`src/hdl/sbl_pkg.sv`:
```
// Shared types and constants for the Sobel gradient block.
package sbl_pkg;

  typedef logic [7:0] pixel_t;

  // One window column, top to bottom
  typedef struct packed {
    pixel_t top;
    pixel_t mid;
    pixel_t bot;
  } column_t;

  typedef enum logic [1:0] {
    DIR_0DEG   = 2'd0,
    DIR_45DEG  = 2'd1,
    DIR_90DEG  = 2'd2,
    DIR_135DEG = 2'd3
  } dir_e;

  typedef enum logic {
    KIND_PIXEL = 1'b0,
    KIND_FLUSH = 1'b1
  } kind_e;

  localparam int unsigned CFG_IDX_W  = 2;
  localparam int unsigned CFG_DATA_W = 12;
  localparam logic [CFG_IDX_W-1:0] REG_FRAME_WIDTH  = 2'd0;
  localparam logic [CFG_IDX_W-1:0] REG_FRAME_HEIGHT = 2'd1;

  localparam logic [10:0] FRAME_WIDTH_RST  = 11'd640;
  localparam logic [11:0] FRAME_HEIGHT_RST = 12'd480;
  localparam int unsigned MIN_DIM = 3;

  // tan(22.5 deg) ~ 41/100
  localparam logic [16:0] TAN_NUM = 17'd41;
  localparam logic [16:0] TAN_DEN = 17'd100;

endpackage

```
`src/hdl/sbl_grad.sv`:
```
// Sobel kernels, magnitude saturation and direction sector for one window.
module sbl_grad
  import sbl_pkg::*;
  (
    input  column_t    left_i,
    input  column_t    centre_i,
    input  column_t    right_i,
    output logic [7:0] magnitude_o,
    output dir_e       direction_o
  );

  logic [9:0]  sum_right, sum_left, sum_bot, sum_top;
  logic [10:0] gx, gy, gx_abs, gy_abs;
  logic [9:0]  ax, ay;
  logic [10:0] mag_sum;
  logic [16:0] ax_den, ay_den, ax_num, ay_num;

  always_comb begin
    // 1-2-1 weighted sums, each at most 1020
    sum_right = {2'b0, right_i.top} + {1'b0, right_i.mid, 1'b0} + {2'b0, right_i.bot};
    sum_left  = {2'b0, left_i.top} + {1'b0, left_i.mid, 1'b0} + {2'b0, left_i.bot};
    sum_bot   = {2'b0, left_i.bot} + {1'b0, centre_i.bot, 1'b0} + {2'b0, right_i.bot};
    sum_top   = {2'b0, left_i.top} + {1'b0, centre_i.top, 1'b0} + {2'b0, right_i.top};

    gx = {1'b0, sum_right} - {1'b0, sum_left};
    gy = {1'b0, sum_bot} - {1'b0, sum_top};
    gx_abs = gx[10] ? (~gx + 11'd1) : gx;
    gy_abs = gy[10] ? (~gy + 11'd1) : gy;
    ax = gx_abs[9:0];
    ay = gy_abs[9:0];

    mag_sum = {1'b0, ax} + {1'b0, ay};
    magnitude_o = (mag_sum > 11'd255) ? 8'hFF : mag_sum[7:0];

    ax_den = 17'(ax) * TAN_DEN;
    ay_den = 17'(ay) * TAN_DEN;
    ax_num = 17'(ax) * TAN_NUM;
    ay_num = 17'(ay) * TAN_NUM;

    priority if (ay_den <= ax_num) begin
      direction_o = DIR_0DEG;
    end else if (ax_den <= ay_num) begin
      direction_o = DIR_90DEG;
    end else if (gx[10] == gy[10]) begin
      direction_o = DIR_45DEG;
    end else begin
      direction_o = DIR_135DEG;
    end
  end

endmodule

```
`config.mk`:
```
export PLATFORM = sky130hd
export DESIGN_NAME = sbl_grad
export DESIGN_NICKNAME = d
export VERILOG_FILES = /design/src/hdl/sbl_pkg.sv /design/src/hdl/sbl_grad.sv
export SDC_FILE = /design/constraint.sdc
export NUM_CORES = 1
export LEC_CHECK = 0
export BUFFER_PORTS_ARGS = -buffer_cell sky130_fd_sc_hd__buf_2
export CORE_ASPECT_RATIO = 0.6
export CORE_MARGIN = 5
export CORE_UTILIZATION = 38
export DETAILED_ROUTE_END_ITERATION = 10
export PLACE_DENSITY_LB_ADDON = 0.15
export SETUP_SLACK_MARGIN = 0.3
export SYNTH_ARGS = -nofsm -noshare
export SYNTH_HDL_FRONTEND = slang
export SYNTH_SLANG_ARGS = --single-unit
```
`constraint.sdc`:
```
create_clock -name vclk -period 8.9
set_clock_uncertainty 0.15 [all_clocks]
set_input_delay 0.445 -clock vclk [all_inputs]
set_output_delay 0.445 -clock vclk [all_outputs]
set_load 0.02 [all_outputs]
```
==> results of run 1 <==
==> path summary, 6_finish.rpt <==
| kind | to | slack (ps) |
|---|---|---|
| max | direction_o[1] | 390 |
| min | magnitude_o[0] | 1860 |
==> critical path, delay by kind of cell <==
kind	cells	cell delay, ps
AOI/OAI and AO/OA	10	1880
xor gates and xnor gates	2	340
adders and majority gates	8	3300
buffers and inverters	10	730
and+or+nand+nor	6	1200
==> stage by stage <==
stage                     setup WS (ps)  area (um^2)  utilization, %
after floorplan                     347         7430               -
after global placement            -74.8         8910            46.6
after global routing               48.0         9750            51.0
final                               395         9750            51.0
after CTS                           273         9190            48.0
after detailed placement          -96.3         8910            46.6
==> cell usage in the layout (no fill, tap or decap), types with 4 or more instances in the layout <==
| cell type | instances |
|---|---|
| inv_1 | 202 |
| ha_1 | 183 |
| buf_4 | 127 |
| fa_1 | 79 |
| buf_2 | 68 |
| xnor2_1 | 36 |
| inv_2 | 26 |
| nor2_1 | 24 |
| a21oi_1 | 23 |
| a21o_1 | 20 |
| nand2_1 | 19 |
| o21ai_0 | 19 |
| ha_4 | 17 |
| xor2_1 | 13 |
| o21bai_1 | 12 |
| nor2b_1 | 12 |
| a21oi_2 | 11 |
| nand3_1 | 10 |
| o21ai_1 | 10 |
| buf_6 | 9 |
| o21ai_2 | 8 |
| xnor2_2 | 8 |
| nand2b_1 | 7 |
| nor3_1 | 5 |
| o211ai_1 | 5 |
| o21a_1 | 4 |
| nand4_1 | 4 |
| or2_2 | 4 |
| nand3b_1 | 4 |
| ha_2 | 4 |
==> cell usage after synthesis, drive strengths merged, types with 2 or more instances <==
cell type and number:
a2111oi 3, a211oi 4, a21boi 4, a21o 22, a21oi 36, a2bb2oi 2
a311oi 2, a31oi 5, and2 3, and3 5, and4b 3, clkbuf 2
fa 82, ha 204, inv 229, mux2i 3, nand2 23, nand2b 7
nand3 12, nand3b 4, nand4 4, nor2 28, nor2b 12, nor3 8
nor3b 3, nor4 4, nor4b 4, o211ai 5, o21a 4, o21ai 37
o21bai 12, o22ai 2, o311ai 2, o31a 2, o41ai 2, or2 4
or3 3, or4 2, xnor2 45, xor2 16
==> per-layer routing <==
layer,GRT usage (%),wire (um)
met4,0.135,0
met5,0,0
met3,0.206,578
met1,29.1,11100
met2,22.1,7070
==> area by class of cell <==
cell class | count | area share, %
Inverter | 229 | 8.84
Multi-Input combinational cell | 635 | 73.4
Tap cell | 266 | 3.41
Timing Repair Buffer | 204 | 14.3
==> cell families after synthesis <==
logic type / count (synthesis) / share of synthesized area, %
compound gates: 155 / 14.3
simple gates: 129 / 9.46
mux: 3 / 0.405
buf+inv: 231 / 11.8
xor+xnor: 62 / 7.54
fa+ha+maj: 286 / 56.5
==> repair_timing <==
| item | in CTS | in global routing |
|---|---|---|
| pin swaps | 22 | 85 |
| buffers inserted | 11 | 12 |
| hold buffers | 0 | 0 |
| gates resized for setup | 52 | 107 |
| setup endpoints to repair | 2 | 2 |
==> flow_summary.json, run 1 <==
{
  "status": "finished clean",
  "cp.arrival_ps": 7910,
  "cp_data_required_time_ps": 8310,
  "start_util_pct": 38.8,
  "yosysWarnings": 0,
  "dieArea_um2": 22500,
  "cpPeakStageDelay_ps": 570,
  "grt_pass1_vias": 6062,
  "synth_nets": 1224,
  "drive_gt1_share_pct": 31.7,
  "synth_area_leaders": "ha_1 (34%), fa_1 (22%), inv_1 (12%), xnor2_1 (5.3%), a21oi_1 (2.4%)",
  "netlist_area_um2": 7420,
  "fillers": 1868,
  "min_path_cells": 6,
  "num_rows": 39,
  "multi_input_area_um2": 7160,
  "period_minus_slack_ps": 8510,
  "coreArea_um2": 19100,
  "timing.hold.ws_ps": 1860,
  "track_usage_pct": 16.2,
  "dr_total_vias": 6202,
  "via_per_inst": 4.65,
  "rsz0062_at_grt": "yes",
  "grt_max_degree": 9,
  "hpwl_mm": 16.4,
  "synth.avg_cell_area_um2": 8.57,
  "netlist.area_leader.share_pct": 34.4,
  "finalCritPeriodShare_pct": 95.6,
  "finalWeightedCongestion": 0.845,
  "ff_latch_area_um2": 0,
  "crit_path_start_kind": "primary input",
  "syn_inst": 866,
  "crit_path_end_kind": "output pin",
  "num-clock-buffers": 0,
  "grt_overflow": 0,
  "crit_path_frequent_cell": "inv_2",
  "drc": 0,
  "drtPass1Iterations": 7,
  "drt_iter0_drc": 342,
  "worstPathMaxFanout": 3,
  "synth_seq_area_share_pct": 0,
  "slew_headroom_pct": 62.9,
  "yosysTopAreaCell": "ha_1",
  "worstSetupPathType": "primary input to output pin",
  "post_drt_wl_per_cell_um": 14.0,
  "flops_and_latches": 0,
  "maxCapViolCount": 0,
  "drv_slew": 0,
  "fmax_mhz": 118,
  "post-place-cells": 1311,
  "hold_path_class": "primary input to output pin",
  "fin_cells": 1334,
  "crit_path_start": "centre_i[1]",
  "diodes": 0,
  "report.final.setup_viol": 0,
  "grt_first_pass_wirelength_mm": 30.6,
  "cp_slowest_cell": "fa_1",
  "finalHoldViolCount": 0,
  "ys_types": 63,
  "hold_start": "left_i[17]",
  "syn_to_final_growth_pct": 31.3,
  "die-height_um": 118,
  "worst_slew_pin_slew_ps": 550,
  "ant_nets": 0,
  "io-pin-count": 82,
  "antenna_found_initial": 0,
  "die_w_um": 190,
  "routed_wl_mm": 18.7,
  "io_buffers": 74,
  "tns_ps": 0,
  "nNetsFinal": 1428
}
Power of run 1 is left out: the tool's default activity adds up to more than one toggle a clock period on the data nets, which glitch-free logic cannot reach.
==> run 2, diff against run 1 <==
--- a/config.mk
+++ b/config.mk
@@ -11,7 +11,7 @@
 export CORE_UTILIZATION = 38
 export DETAILED_ROUTE_END_ITERATION = 10
 export PLACE_DENSITY_LB_ADDON = 0.15
-export SETUP_SLACK_MARGIN = 0.3
+export RECOVER_POWER = 50
 export SYNTH_ARGS = -nofsm -noshare
 export SYNTH_HDL_FRONTEND = slang
 export SYNTH_SLANG_ARGS = --single-unit
==> run 2 against run 1 <==
  * Flip-flop and latch count is the same
  * Cell count shrank 1.6%
  * Via count shrank 1.9%
  * Highest routed layer unchanged
==> flow_summary.json, run 2 (synthesis results as in run 1) <==
{
  "status": "finished clean",
  "placed_area_um2": 8780,
  "grt_pass1_vias": 5829,
  "period_minus_slack_ps": 8610,
  "drv_slew": 0,
  "drive_gt1_share_pct": 27.8,
  "nNetsFinal": 1406,
  "syn_to_final_growth_pct": 28.0,
  "crit_path_frequent_cell": "inv_1",
  "cpPeakStageDelay_ps": 560,
  "hold_start": "left_i[17]",
  "diodes": 0,
  "die-height_um": 118,
  "finalWeightedCongestion": 0.804,
  "fillers": 1883,
  "drtPass1Iterations": 4,
  "hpwl_mm": 16.1,
  "io-pin-count": 82,
  "report.final.setup_viol": 0,
  "hold_path_class": "primary input to output pin",
  "start_util_pct": 38.8,
  "cp.arrival_ps": 8020,
  "utilization_pct": 49.7,
  "cp_slowest_cell": "or4_4",
  "ff_latch_area_um2": 0,
  "dr_total_vias": 6082,
  "grt_max_degree": 9,
  "worstSetupPathType": "primary input to output pin",
  "cp_data_required_time_ps": 8310,
  "crit_path_start": "left_i[6]",
  "worstPathMaxFanout": 5,
  "worst_slew_pin_slew_ps": 538,
  "die_w_um": 190,
  "grt_first_pass_wirelength_mm": 29.7,
  "maxCapViolCount": 0,
  "grt_overflow": 0,
  "routed_wl_mm": 17.9,
  "fmax_mhz": 116,
  "num-clock-buffers": 0,
  "io_buffers": 74,
  "slew_headroom_pct": 63.7,
  "track_usage_pct": 15.7,
  "fin_area_um2": 9500,
  "post_drt_wl_per_cell_um": 13.7,
  "ant_nets": 0,
  "via_per_inst": 4.64,
  "layout_commonest_cell": "inv_1",
  "antenna_found_initial": 0,
  "crit_path_start_kind": "primary input",
  "most-common-layout-cells": "inv_1 (213), ha_1 (180), buf_4 (107)",
  "crit_path_end_kind": "output pin",
  "flops_and_latches": 0,
  "drt_iter0_drc": 225,
  "finalCritPeriodShare_pct": 96.8,
  "coreArea_um2": 19100,
  "finalHoldViolCount": 0,
  "num_rows": 39,
  "drc": 0,
  "dieArea_um2": 22500
}
-- run 2: cell types whose count changed in the layout (fill, tap and decap cells not counted), sizes merged --
cell	delta
buf	-26
clkbuf	+4
-- run 2: path summary, 6_finish.rpt --
check	to	cells after the start
worst max-delay path	direction_o[1]	35
worst min-delay path	magnitude_o[0]	7
-- run 2: metal layers --
metal / global-route usage [%] / vias to the layer above / part of all wire, %
met3: 0.265 / 0 / 3.1
met4: 0 / 0 / 0
met5: 0 / - / 0
li1: - / 3233 / -
met2: 20.4 / 48 / 37
met1: 29.2 / 2801 / 60
-- run 2: area by class of cell --
type	instances	area, um^2	share of cell area, %
Inverter	229	860	9.05
Multi-Input combinational cell	635	7110	74.9
Timing Repair Buffer	182	1200	12.6
Tap cell	266	333	3.50
-- run 2: repair_timing --
action	CTS	global route
pin swaps	2	99
buffers inserted	0	21
hold buffers	0	0
gates resized for setup	11	111
endpoints found under the setup margin	2	2
-- run 2: through the flow --
step | TNS (ps) | cells | hold WS (ps) | worst slack [ps]
4_1_cts | 0 | 1293 | 1800 | 3.79
6_report | 0 | 1312 | 1810 | 289
5_1_grt | -125 | 1312 | 1870 | -69.0
2_1_floorplan | 0 | 866 | 1370 | 294
3_3_place_gp | -252 | 1293 | 1790 | -134
3_5_place_dp | -337 | 1293 | 1790 | -174
-- run 2: critical path, delay by kind of cell --
| kind | cells | cell delay, ps |
|---|---|---|
| xor gates and xnor gates | 2 | 470 |
| adders and majority gates | 9 | 3390 |
| and+or+nand+nor | 8 | 2020 |
| buffers and inverters | 8 | 630 |
| AOI/OAI and AO/OA | 8 | 1070 |
Power of run 2 is left out for the same reason.
==> run 3, diff against run 2 <==
==> constraint.sdc (replaced) <==
create_clock -name vclk -period 8.5
set_clock_uncertainty 0.15 [all_clocks]
set_input_delay 0.425 -clock vclk [all_inputs]
set_output_delay 0.425 -clock vclk [all_outputs]
set_load 0.02 [all_outputs]
==> run 3 against run 2 <==
  * Core utilization up 5.4 points
  * Worst hold slack worse by 17 ps
  * Critical path depth up 1
  * Via count up 5.8%
  * Cell count up 6.5%
  * Setup slack worse by 190 ps
  * Critical path type unchanged
  * Highest routed layer is now met4
==> flow_summary.json, run 3 (synthesis results as in run 1) <==
{
  "critical-path-top-delay-family": "adder cells",
  "crit_path_frequent_cell": "fa_1",
  "maxCapViolCount": 0,
  "num-clock-buffers": 0,
  "drt_iter0_drc": 249,
  "min_path_cells": 7,
  "cp.arrival_ps": 7830,
  "cp.depth": 36,
  "dr_total_vias": 6433,
  "grt_first_pass_wirelength_mm": 31.1,
  "cp_slowest_cell": "or4_4",
  "drive_gt1_share_pct": 38.2,
  "fin_cells": 1397,
  "worstPathMaxFanout": 6,
  "status": "finished clean",
  "drtPass1Iterations": 4,
  "most-common-layout-cells": "inv_1 (201), buf_4 (181), ha_1 (179)",
  "syn_to_final_growth_pct": 41.8,
  "hold_path_class": "primary input to output pin",
  "rsz0062_at_grt": "yes",
  "tns_ps": 0,
  "report.final.setup_viol": 0,
  "num_rows": 39,
  "antenna_found_initial": 0,
  "grt_max_degree": 9,
  "finalWeightedCongestion": 0.821,
  "post-place-cells": 1363,
  "hpwl_mm": 16.8,
  "finalCritPeriodShare_pct": 98.9,
  "hold_start": "left_i[17]",
  "postCtsHoldBufs": 0,
  "endpoint": "direction_o[0]",
  "crit_path_start_kind": "primary input",
  "grt_overflow": 0,
  "track_usage_pct": 16.6,
  "finalHoldViolCount": 0,
  "worstSetupPathType": "primary input to output pin",
  "post_drt_wl_per_cell_um": 14.0,
  "crit_path_end_kind": "output pin",
  "drv_slew": 0,
  "io_buffers": 74,
  "via_per_inst": 4.60,
  "die_w_um": 190,
  "coreArea_um2": 19100,
  "nNetsFinal": 1491,
  "fmax_mhz": 119,
  "path_buf_inv": 9,
  "start_util_pct": 38.8,
  "dieArea_um2": 22500,
  "slew_headroom_pct": 53.7,
  "io-pin-count": 82,
  "grt_pass1_vias": 6256,
  "ant_nets": 0,
  "drc": 0,
  "cpPeakStageDelay_ps": 550,
  "ff_latch_area_um2": 0,
  "layout_commonest_cell": "inv_1",
  "flops_and_latches": 0,
  "worst_slew_pin_slew_ps": 678,
  "utilization_pct": 55.0,
  "routed_wl_mm": 19.6,
  "cp_data_required_time_ps": 7930,
  "die-height_um": 118,
  "period_minus_slack_ps": 8410,
  "diodes": 0,
  "crit_path_start": "right_i[12]"
}
run 3: cell count changes in the layout (fill, tap and decap cells not counted), sizes merged:
cell    before  now
buf        178  265
clkbuf       4    2
run 3: worst min path at each step:
stage                endpoint  slack (ps)
2_1_floorplan  magnitude_o[0]        1330
3_3_place_gp   magnitude_o[0]        1710
3_5_place_dp   magnitude_o[0]        1710
4_1_cts        magnitude_o[0]        1710
5_1_grt        magnitude_o[0]        1860
6_report       magnitude_o[0]        1790
run 3: through the flow:
step / worst slack [ps] / instance area [um^2] / hold WS (ps)
after floorplan: 14.9 / 7440 / 1330
after global placement: -436 / 9320 / 1710
after detailed placement: -482 / 9320 / 1710
after CTS: -35.8 / 9870 / 1710
after global routing: -223 / 10500 / 1860
final: 94.3 / 10500 / 1790
run 3: routing by layer:
layer / share of wire (%) / vias to the layer above / GRT usage, %
met3: 3.2 / 2 / 0.442
li1: - / 3394 / -
met2: 39 / 53 / 23.1
met1: 57 / 2984 / 29.5
met4: 0.092 / 0 / 0
met5: 0 / - / 0
run 3: cell type report:
| cell class | instances | area [um^2] |
|---|---|---|
| multi-input combinational | 635 | 7440 |
| timing repair buffer | 267 | 1890 |
| tap | 266 | 333 |
| inverter | 229 | 862 |
| fill | 1805 | 8600 |
run 3: repair_timing:
item	CTS	global route
setup buffers	17	23
resized for setup	106	106
pin swaps	70	123
endpoints found under the setup margin	2	2
Power of run 3 is left out for the same reason.
